$ cat src/rtl/core/fnvh_pkg.sv
// ----------------------------------------------------------------------------
// fnvh_pkg
// shared types and constants of the fnv-1a 64-bit word hasher
// ----------------------------------------------------------------------------
package fnvh_pkg;

    localparam int FNVH_WORD_W  = 64;
    localparam int FNVH_CNT_W   = 4;
    localparam int FNVH_BYTE_W  = 8;

    // offset basis and the low part of the prime (prime = 2^40 + 0x1b3)
    localparam logic [FNVH_WORD_W-1:0] FNVH_BASIS    = 64'hCBF2_9CE4_8422_2325;
    localparam logic [8:0]             FNVH_PRIME_LO = 9'h1B3;
    localparam int                     FNVH_PRIME_SH = 40;

    localparam logic [FNVH_CNT_W-1:0] FNVH_MAX_BYTES   = 4'd8;
    localparam logic [FNVH_CNT_W-1:0] FNVH_DEPTH_BYTES = 4'd4;

    typedef enum logic [1:0] {
        ST_IDLE,
        ST_ABSORB,
        ST_EMIT
    } t_fnvh_state;

    // one xor-multiply round: (h ^ b) * prime mod 2^64
    function automatic logic [FNVH_WORD_W-1:0] fnvh_round(
        input logic [FNVH_WORD_W-1:0] h,
        input logic [FNVH_BYTE_W-1:0] b
    );
        logic [FNVH_WORD_W-1:0] x;
        logic [FNVH_WORD_W-1:0] lo;
        x  = h ^ {{(FNVH_WORD_W-FNVH_BYTE_W){1'b0}}, b};
        lo = x * {{(FNVH_WORD_W-9){1'b0}}, FNVH_PRIME_LO};
        return lo + (x << FNVH_PRIME_SH);
    endfunction

    // single-float depth bits -> two's complement of round(d*1024), clamped
    function automatic logic [31:0] fnvh_quantize(input logic [31:0] fbits);
        logic        sign;
        logic [7:0]  expo;
        logic [23:0] sig;
        logic [32:0] mag;
        logic [32:0] x;
        logic [3:0]  lsh;
        logic [4:0]  rsh;
        logic [31:0] res;
        sign = fbits[31];
        expo = fbits[30:23];
        sig  = {1'b1, fbits[22:0]};
        lsh  = 4'(expo - 8'd140);
        rsh  = 5'(8'd139 - expo);
        x    = {9'b0, sig} >> rsh;
        if (expo > 8'd148) begin
            mag = 33'h1_0000_0000;
        end else if (expo >= 8'd140) begin
            mag = {9'b0, sig} << lsh;
        end else if (expo >= 8'd116) begin
            mag = (x >> 1) + {32'b0, x[0]};
        end else begin
            mag = '0;
        end
        if (expo == 8'hFF || expo == 8'h00) begin
            res = '0;
        end else if (sign) begin
            if (mag > 33'h0_8000_0000) begin
                mag = 33'h0_8000_0000;
            end
            res = 32'(33'd0 - mag);
        end else begin
            if (mag > 33'h0_7FFF_FFFF) begin
                mag = 33'h0_7FFF_FFFF;
            end
            res = mag[31:0];
        end
        return res;
    endfunction

endpackage

$ cat src/rtl/core/fnvh_if.sv
// ----------------------------------------------------------------------------
// fnvh_in_if / fnvh_out_if
// valid/ready channels carrying input words and finished hashes
// ----------------------------------------------------------------------------
interface fnvh_in_if;
    import fnvh_pkg::*;

    logic                   valid;
    logic                   ready;
    logic [FNVH_WORD_W-1:0] value;
    logic [FNVH_CNT_W-1:0]  byte_count;
    logic                   quantize_depth;
    logic                   first;
    logic                   last;

    modport source (
        output valid, value, byte_count, quantize_depth, first, last,
        input  ready
    );
    modport sink (
        input  valid, value, byte_count, quantize_depth, first, last,
        output ready
    );
endinterface

interface fnvh_out_if;
    import fnvh_pkg::*;

    logic                   valid;
    logic                   ready;
    logic [FNVH_WORD_W-1:0] hash;

    modport source (output valid, hash, input ready);
    modport sink (input valid, hash, output ready);
endinterface

$ cat src/rtl/core/fnv1a64_word_hasher_top.sv
// ----------------------------------------------------------------------------
// fnv1a64_word_hasher_top
// running 64-bit fnv-1a hash over the low bytes of integer words
// ----------------------------------------------------------------------------
// Each input beat absorbs 1 to 8 low bytes of its value, least significant
// first (a count above 8 absorbs 8, a count of 0 absorbs nothing). With
// quantize_depth set, the low 32 bits are read as a single-float depth,
// turned into round(depth*1024) clamped to int32 (non-finite gives 0) and
// absorbed as 4 bytes. first reloads the offset basis before absorbing; last
// sends the hash out as one output beat after absorbing. A single xor and
// constant multiply-add unit processes one byte per cycle, so an input beat
// holds the block while its bytes are absorbed (4 when quantizing) and,
// when last is set, through the emit state, which waits while the output
// register stays full. The input ready is high only between items. The
// result is held in an output register until it is taken.
// ----------------------------------------------------------------------------
module fnv1a64_word_hasher_top (
    input  logic            i_clk,
    input  logic            i_rst_n,
    fnvh_in_if.sink         i_in,
    fnvh_out_if.source      o_out
);
    import fnvh_pkg::*;

    t_fnvh_state             r_state;
    t_fnvh_state             n_state;
    logic [FNVH_WORD_W-1:0]  r_hash;       // running hash
    logic [FNVH_WORD_W-1:0]  r_word;       // bytes still to absorb, lsb first
    logic [FNVH_CNT_W-1:0]   r_cnt;        // bytes left
    logic                    r_last;
    logic                    r_out_valid;
    logic [FNVH_WORD_W-1:0]  r_out_hash;

    logic                    w_accept;
    logic                    w_out_free;
    logic                    w_load_out;
    logic [FNVH_CNT_W-1:0]   w_in_cnt;
    logic [FNVH_WORD_W-1:0]  w_in_word;

    assign w_accept   = i_in.valid && i_in.ready;
    assign w_out_free = !r_out_valid || o_out.ready;

    // byte count and word as seen by the absorb loop
    always_comb begin
        if (i_in.quantize_depth) begin
            w_in_cnt  = FNVH_DEPTH_BYTES;
            w_in_word = {32'b0, fnvh_quantize(i_in.value[31:0])};
        end else begin
            w_in_cnt  = (i_in.byte_count > FNVH_MAX_BYTES) ? FNVH_MAX_BYTES
                                                           : i_in.byte_count;
            w_in_word = i_in.value;
        end
    end

    // next state
    always_comb begin
        n_state = r_state;
        case (r_state)
            ST_IDLE: begin
                if (w_accept) begin
                    if (w_in_cnt != '0) begin
                        n_state = ST_ABSORB;
                    end else if (i_in.last) begin
                        n_state = ST_EMIT;
                    end
                end
            end
            ST_ABSORB: begin
                // final byte goes in this cycle
                if (r_cnt == FNVH_CNT_W'(1)) begin
                    n_state = r_last ? ST_EMIT : ST_IDLE;
                end
            end
            ST_EMIT: begin
                if (w_out_free) begin
                    n_state = ST_IDLE;
                end
            end
            default: n_state = ST_IDLE;
        endcase
    end

    // state outputs
    always_comb begin
        i_in.ready = 1'b0;
        w_load_out = 1'b0;
        case (r_state)
            ST_IDLE:   i_in.ready = 1'b1;
            ST_ABSORB: ;
            ST_EMIT:   w_load_out = w_out_free;
            default:   ;
        endcase
    end

    always_ff @(posedge i_clk) begin
        if (!i_rst_n) begin
            r_state     <= ST_IDLE;
            r_hash      <= FNVH_BASIS;
            r_out_valid <= 1'b0;
            r_cnt       <= '0;
        end else begin
            r_state <= n_state;

            // input beat: optional basis reload, capture the bytes
            if (w_accept) begin
                if (i_in.first) begin
                    r_hash <= FNVH_BASIS;
                end
                r_cnt <= w_in_cnt;
            end else if (r_state == ST_ABSORB) begin
                // one byte through the shared round unit per cycle
                r_hash <= fnvh_round(r_hash, r_word[FNVH_BYTE_W-1:0]);
                r_cnt  <= r_cnt - FNVH_CNT_W'(1);
            end

            if (w_load_out) begin
                r_out_valid <= 1'b1;
            end else if (o_out.ready) begin
                r_out_valid <= 1'b0;
            end
        end
    end

    // payload registers, no reset needed
    always_ff @(posedge i_clk) begin
        if (w_accept) begin
            r_word <= w_in_word;
            r_last <= i_in.last;
        end else if (r_state == ST_ABSORB) begin
            r_word <= r_word >> FNVH_BYTE_W;
        end
        if (w_load_out) begin
            r_out_hash <= r_hash;
        end
    end

    assign o_out.valid = r_out_valid;
    assign o_out.hash  = r_out_hash;

    // first reloads the basis on the beat itself
    a_first_reload: assert property (@(posedge i_clk) disable iff (!i_rst_n)
        (w_accept && i_in.first) |=> (r_hash == FNVH_BASIS))
        else $error("basis not loaded after first beat");

    // byte counter never passes eight
    a_cnt_range: assert property (@(posedge i_clk) disable iff (!i_rst_n)
        (r_cnt <= FNVH_MAX_BYTES))
        else $error("byte counter out of range");

    // absorbing always has a byte left
    a_absorb_cnt: assert property (@(posedge i_clk) disable iff (!i_rst_n)
        (r_state == ST_ABSORB) |-> (r_cnt != '0))
        else $error("absorb state with no bytes left");

    // quantized depth always takes four rounds
    a_quant_cnt: assert property (@(posedge i_clk) disable iff (!i_rst_n)
        (w_accept && i_in.quantize_depth) |=> (r_cnt == FNVH_DEPTH_BYTES))
        else $error("quantized depth not four bytes");

    // a result appears only out of the emit state
    a_emit_src: assert property (@(posedge i_clk) disable iff (!i_rst_n)
        $rose(r_out_valid) |-> ($past(r_state) == ST_EMIT))
        else $error("output loaded outside emit");

endmodule
$ cat src/flat_wrapper.sv
// flat-port wrapper written by rule: the top's interface ports become plain ports
module fnv1a64_word_hasher_top_flat import fnvh_pkg::*;
  (i_clk, i_rst_n, i_in_valid, i_in_value, i_in_byte_count, i_in_quantize_depth, i_in_first, i_in_last, i_in_ready, o_out_valid, o_out_hash, o_out_ready);
  fnvh_in_if i_in_i ();
  fnvh_out_if o_out_i ();
  input  logic i_clk;
  input  logic i_rst_n;
  input wire logic [$bits(i_in_i.valid)-1:0] i_in_valid;
  input wire logic [$bits(i_in_i.value)-1:0] i_in_value;
  input wire logic [$bits(i_in_i.byte_count)-1:0] i_in_byte_count;
  input wire logic [$bits(i_in_i.quantize_depth)-1:0] i_in_quantize_depth;
  input wire logic [$bits(i_in_i.first)-1:0] i_in_first;
  input wire logic [$bits(i_in_i.last)-1:0] i_in_last;
  output wire logic [$bits(i_in_i.ready)-1:0] i_in_ready;
  output wire logic [$bits(o_out_i.valid)-1:0] o_out_valid;
  output wire logic [$bits(o_out_i.hash)-1:0] o_out_hash;
  input wire logic [$bits(o_out_i.ready)-1:0] o_out_ready;
  assign i_in_i.valid = i_in_valid;
  assign i_in_i.value = i_in_value;
  assign i_in_i.byte_count = i_in_byte_count;
  assign i_in_i.quantize_depth = i_in_quantize_depth;
  assign i_in_i.first = i_in_first;
  assign i_in_i.last = i_in_last;
  assign i_in_ready = i_in_i.ready;
  assign o_out_valid = o_out_i.valid;
  assign o_out_hash = o_out_i.hash;
  assign o_out_i.ready = o_out_ready;
  fnv1a64_word_hasher_top u_core (.i_clk(i_clk), .i_rst_n(i_rst_n), .i_in(i_in_i), .o_out(o_out_i));
endmodule
$ cat config.mk
export PLATFORM = sky130hd
export DESIGN_NAME = fnv1a64_word_hasher_top_flat
export DESIGN_NICKNAME = d
export VERILOG_FILES = /design/src/rtl/core/fnvh_pkg.sv /design/src/rtl/core/fnvh_if.sv /design/src/rtl/core/fnv1a64_word_hasher_top.sv /design/src/flat_wrapper.sv
export SDC_FILE = /design/constraint.sdc
export NUM_CORES = 1
export LEC_CHECK = 0
export ABC_AREA = 0
export ABC_CLOCK_PERIOD_IN_PS = 6060
export BUFFER_PORTS_ARGS = -buffer_cell sky130_fd_sc_hd__clkbuf_2
export CORE_AREA = 4 4 202 302
export CTS_CLUSTER_DIAMETER = 50
export CTS_CLUSTER_SIZE = 20
export DETAILED_ROUTE_END_ITERATION = 7
export DIE_AREA = 0 0 206 306
export GPL_ROUTABILITY_DRIVEN = 1
export GPL_TIMING_DRIVEN = 0
export MAX_ROUTING_LAYER = met4
export SLEW_MARGIN = 5
export SYNTH_ARGS = -nofsm -noshare
export SYNTH_HDL_FRONTEND = slang
export SYNTH_SLANG_ARGS = --single-unit
$ cat constraint.sdc
create_clock -name i_clk -period 6.06 [get_ports i_clk]
set_input_delay 0.606 -clock i_clk [delete_from_list [all_inputs] [get_ports i_clk]]
set_output_delay 0.606 -clock i_clk [all_outputs]
set_load 0.01 [all_outputs]
**Word-level counts from Yosys, hierarchy flattened**

Cells that the tools add are included.

- $add $sub $neg: 6
- Multipliers: 1
- Divide/modulo/power cells: 0
- $lt $le $gt $ge: 6
- Equal/unequal tests: 9
- Shift-type cells: 2
- Muxes and demuxes: 32
- Bitwise gates (word level): 1
- Reductions and logical operators: 11

Operators with widths:

| cell | number |
|---|---|
| two-way mux 64 bit | 6 |
| two-way mux 32 bit | 7 |
| two-way mux 33 bit | 4 |
| adder 64 bit | 1 |
| multiplier 64 x 9 -> 64 bit (second input constant) | 1 |
| bitwise XOR 64 x 8 -> 64 bit | 1 |
| adder 32 x 1 -> 33 bit | 1 |
| greater-than comparator 33 x 31 -> 1 bit (second input constant) | 1 |
| greater-than comparator 33 x 32 -> 1 bit (second input constant) | 1 |
| << shifter 24 x 4 -> 33 bit | 1 |
| right shift 24 x 5 -> 33 bit | 1 |
| subtractor 1 x 32 -> 32 bit (first input constant) | 1 |
| two-way mux 4 bit | 4 |
| two-way mux 2 bit | 6 |
| equality test 8 bit (second input constant) | 1 |
| >= comparator 8 x 7 -> 1 bit (second input constant) | 1 |
| >= comparator 8 bit (second input constant) | 1 |
| greater-than comparator 8 bit (second input constant) | 1 |
| zero test 8 bit | 1 |
| != test 2 x 1 -> 1 bit (second input constant) | 3 |
| case mux 2 bit (3 select lines) | 1 |
| subtractor 4 x 5 -> 5 bit (first input constant) | 1 |
| equality test 4 x 1 -> 1 bit (second input constant) | 1 |
| greater-than comparator 4 bit (second input constant) | 1 |
| other kinds (15) | 20 |

- Flip-flop bits (word level): 200
- Latch bits: 0
- RAM bits: 0
- Bits in read-only memories: 0
- Logic and storage cells: 75
- Memories kept: 0

**Depth between registers and ports, before layout**

- Word-level depth: 17
- Gate-level depth with buffers: 25

**Least setup slack after synthesis**

OpenSTA, ideal clock, no wires.

- Path kind: reg2reg
- Start: register u_core.r_word[4]
- End: register u_core.r_hash[58]
- Library setup time: 0.087 ns
- Data arrival time: 5.795 ns
- Data required time: 5.973 ns
- Slack: 0.178 ns
- Stages on the path, launching flop included: 22
- Path buffers: 0
- Period minus slack after synthesis: 5.882 ns
- Cell sequence: edfxtp_1 > xor2_1 > ha_1 > fa_1 > inv_1 > fa_1 > inv_1 > fa_1 > ha_1 > ha_1 > o21a_1 > o21a_1 > o22a_1 > a311oi_1 > o22ai_1 > o41ai_1 > a21oi_1 > a21oi_1 > a31o_2 > a21boi_0 > o21a_1 > o31ai_1

- Longest elaborated chain between the ends: 5

Ends and longest elaborated chain:

| item | line | source |
|---|---|---|
| start, declared | fnv1a64_word_hasher_top.sv:28 | `logic [FNVH_WORD_W-1:0] r_word;` |
| start signal, assigned | fnv1a64_word_hasher_top.sv:127 | `r_word <= w_in_word;` |
| start signal, assigned | fnv1a64_word_hasher_top.sv:130 | `r_word <= r_word >> FNVH_BYTE_W;` |
| bitwise XOR 64 x 8 -> 64 bit (*) | fnvh_pkg.sv:32 | `x = h ^ {{(FNVH_WORD_W-FNVH_BYTE_W){1'b0}}, b};` |
| multiplier 64 x 9 -> 64 bit | fnvh_pkg.sv:33 | `lo = x * {{(FNVH_WORD_W-9){1'b0}}, FNVH_PRIME_LO};` |
| adder 64 bit (*) | fnvh_pkg.sv:34 | `return lo + (x << FNVH_PRIME_SH);` |
| two-way mux 64 bit (*) | fnv1a64_word_hasher_top.sv:110 | `end else if (r_state == ST_ABSORB) begin` |
| two-way mux 64 bit (*) | fnv1a64_word_hasher_top.sv:105 | `if (w_accept) begin` |
| end signal, assigned | fnv1a64_word_hasher_top.sv:112 | `r_hash <= fnvh_round(r_hash, r_word[FNVH_BYTE_W-1:0]);` |
| end, declared | fnv1a64_word_hasher_top.sv:27 | `logic [FNVH_WORD_W-1:0] r_hash;` |

Mark *: on every way between the ends. The rest lies on a longest branch, timed or not. The select of a mux whose other input is x is not followed.
A chain may end at the register's enable or synchronous reset.

**Worst setup path in the final report**

- Start: input port i_in_value[25]
- End: register u_core.r_word[11], data pin

- Longest elaborated chain between the ends: 17

Ends and longest elaborated chain:

| item | line | source |
|---|---|---|
| start, declared | flat_wrapper.sv:9 | `input wire logic [$bits(i_in_i.value)-1:0] i_in_value;` |
| subtractor 4 x 5 -> 5 bit | fnvh_pkg.sv:51 | `rsh = 5'(8'd139 - expo);` |
| right shift 24 x 5 -> 33 bit | fnvh_pkg.sv:52 | `x = {9'b0, sig} >> rsh;` |
| adder 32 x 1 -> 33 bit | fnvh_pkg.sv:58 | `mag = (x >> 1) + {32'b0, x[0]};` |
| two-way mux 33 bit | fnvh_pkg.sv:57 | `end else if (expo >= 8'd116) begin` |
| two-way mux 33 bit | fnvh_pkg.sv:55 | `end else if (expo >= 8'd140) begin` |
| two-way mux 33 bit | fnvh_pkg.sv:53 | `if (expo > 8'd148) begin` |
| two-way mux 33 bit | fnv1a64_word_hasher_top.sv:45 | `if (i_in.quantize_depth) begin` |
| greater-than comparator 33 x 32 -> 1 bit | fnvh_pkg.sv:65 | `if (mag > 33'h0_8000_0000) begin` |
| two-way mux 32 bit | fnvh_pkg.sv:65 |  |
| two-way mux 32 bit | fnvh_pkg.sv:64 | `end else if (sign) begin` |
| two-way mux 32 bit | fnvh_pkg.sv:62 | `if (expo == 8'hFF \|\| expo == 8'h00) begin` |
| two-way mux 32 bit | fnv1a64_word_hasher_top.sv:45 |  |
| subtractor 1 x 32 -> 32 bit | fnvh_pkg.sv:68 | `res = 32'(33'd0 - mag);` |
| two-way mux 32 bit | fnvh_pkg.sv:64 |  |
| two-way mux 32 bit (*) | fnvh_pkg.sv:62 |  |
| two-way mux 64 bit (*) | fnv1a64_word_hasher_top.sv:45 |  |
| two-way mux 64 bit (*) | fnv1a64_word_hasher_top.sv:126 | `if (w_accept) begin` |

Marks and branches as above.

==> flow_summary.toml <==
[outcome]
status = "complete, no violations"

[yosys]
synth_cells = 2430
synth_area_leader_cell = "fa_1"
synth-edff-count = 129
async_reset_ff_share_pct = 0
netlist_area_mm2 = 0.02306
ys.flop_type = "edfxtp_1"
synth_area_per_cell_um2 = 9.489
syn_nets = 2931
synth.area.top_cells = "fa_1, edfxtp_1, ha_1"
yosys.area.top_type_share_pct = 21.53
yosysWarnings = 0
synth-seq-cells = 200
ys_seq_area_share_pct = 22.96
synth.distinct_cells = 107

[die]
rows = 109
die_w_um = 206
dieHeight_um = 306
dieArea_mm2 = 0.06304
core_area_mm2 = 0.05864
ios = 141
start_util_pct = 39.32

[placed_design]
hpwlAfterDp_mm = 72.15
place.gp.congestion = 1.017
io_buffers = 138

[global_route]
grt_use_total_pct = 28.19
grt_max_degree = 43
grt_pass1_vias = 20497
grt_pass1_wl_mm = 128.6
grt_overflow = 0
antenna_found_initial = 1

[clocking]
cts_buffers = 17
cts_tree = "built"
clockBufferDepth = 2
htreeDepth = 4
clk_pin_slew_ns = 0.09
cts_hold_buf = 0
clock-sinks = 200
clk_latency_ns = 0.48
clockRootBuffer = "clkbuf_16"

[layout]
diodes = 0
seq_area_mm2 = 0.005349
fin_nets = 3129
final_common_cell = "inv_1"
n_fill_cell = 5707
area_growth_pct = 15.76
multiInputGateArea_mm2 = 0.01690
final_layout_size_suffix_gt1_share_pct = 17.61
final_cell_mix = "inv_1, fa_1, nand2_1"
finalCoreUtilization_pct = 45.52

[critical_path]
worstPathMaxFanout = 11
crit_arrival_ns = 6.23
r2r_cells = 22
end_kind = "flop"
crit_type = "in -> reg"
critPathSlowestCell = "mux2i_1"
worstPathCellList = "buf_2, inv_4, buf_2, ha_1, buf_2, buf_4, mux2i_1, nand3_1, nand3b_1, a311oi_1, nor4bb_2, and4b_1, a21o_1, buf_4, buf_4, a21oi_1, o21ai_0, nand3_1"
required_ns = 6.26
slowest_delay_ns = 1.02
critPathLaunchType = "primary input"

[detailed_routing]
wl_per_cell_um = 25.54
wl_mm = 87.31
vias = 19613
drt-pass1-iter-count = 6
via_per_inst = 5.738
drt_drc_violations_left = 0
drt_iter0_drc = 1413
ant_nets = 0

[timing]
fmax_mhz = 165.8
slew_headroom_pct = 6.592
setup_viol = 0
final_hold_viol_count = 0
skew_ns = 0.01729
slew_violations = 0
min_period_ns = 6.030
worst_pin_slew_ns = 1.386
finalCritPeriodShare_pct = 99.51

[min_path]
min-delay-path-class = "in -> reg"
hold_path_depth = 2

[run]
drv_cap = 0
timing repair:
action	4_1_cts	5_1_grt
endpoints found under the hold margin	0	0
resized for setup	118	85
setup endpoints to repair	59	41
buffers inserted	18	26
pin swaps	21	47
cell families after synthesis:
family	count (synthesis)	share of synthesized area, %
compound gates	535	15.72
xor+xnor	81	3.109
fa+ha+maj	426	31.19
buf+inv	465	7.906
flops	200	22.96
mux	68	3.999
simple gates	655	15.11
cell usage after synthesis (19+ instances only):
cell,number
inv_1,362
fa_1,248
nand2_1,191
ha_1,178
edfxtp_1,129
a21oi_1,124
nor2_1,103
o21ai_0,99
dfxtp_1,71
clkbuf_1,67
nand3_1,60
a21o_1,47
nor2b_1,47
xnor2_1,47
nor3_1,36
xor2_1,33
a22oi_1,29
and3_1,29
nand3b_1,29
nor3b_1,29
mux2i_1,27
and2_1,25
o22ai_1,25
o21a_1,23
mux2_2,21
a31oi_1,20
nand2b_1,19
worst max-delay path: cells and delay by family:
| kind | cells | cell delay [ns] |
|---|---|---|
| AO/OA/AOI/OAI | 4 | 0.83 |
| adder cells (fa/ha/maj) | 1 | 0.32 |
| buffers and inverters | 7 | 1.62 |
| AND/OR/NAND/NOR | 5 | 1.77 |
| multiplexers | 1 | 1.02 |
routing by layer:
layer | track usage (%) | wire (um) | share of wire, % | vias to the layer above
li1 | - | - | - | 8847
met5 | - | 0 | 0 | -
met3 | 3.206 | 3840 | 4.4 | 293
met4 | 18.41 | 7459 | 8.5 | 0
met2 | 49.89 | 45300 | 52 | 788
met1 | 29.27 | 30710 | 35 | 9685
state kept, by name, summed over array words and instances, names as in the netlist:
register            flops
u_core.r_last           1
u_core.r_hash          64
u_core.r_cnt            4
u_core.r_state          2
u_core.o_out.valid      1
u_core.o_out.hash      64
u_core.r_word          64
path summary, 6_finish.rpt:
kind,startpoint,endpoint,slack (ns)
worst max register to register,u_core.r_hash[26],u_core.r_hash[63],0.16
worst min-delay path,i_in_value[58],u_core.r_word[58],0.40
worst min register to register,u_core.r_hash[24],u_core.o_out.hash[24],0.48
worst max-delay path,i_in_value[25],u_core.r_word[11],0.03
stage by stage:
step | hold WS, ns | instances | worst slack [ns] | TNS, ns | area (um^2)
after floorplan | 0.4502 | 2430 | 0.1778 | 0 | 23060
after global placement | 0.4671 | 3345 | -2.605 | -86.11 | 24720
after detailed placement | 0.4761 | 3348 | -2.444 | -84.90 | 24800
after CTS | 0.3647 | 3396 | 0.005620 | 0 | 26080
after global routing | 0.3836 | 3418 | -0.05784 | -0.2016 | 26690
final | 0.4041 | 3418 | 0.02962 | 0 | 26690
area by class of cell:
| class | instances | area share (%) |
|---|---|---|
| repair buffers | 185 | 4.078 |
| inverters | 365 | 5.166 |
| multi-input cells | 1765 | 63.30 |
| clock buffers | 19 | 1.622 |
| flip-flops and latches | 200 | 20.04 |
| plain buffers | 94 | 1.659 |
| well taps | 777 | 3.642 |
| clock inverters | 13 | 0.4969 |
Power is not shown: default switching activity piles up to over one toggle a cycle in this logic, so the estimate is an artifact.
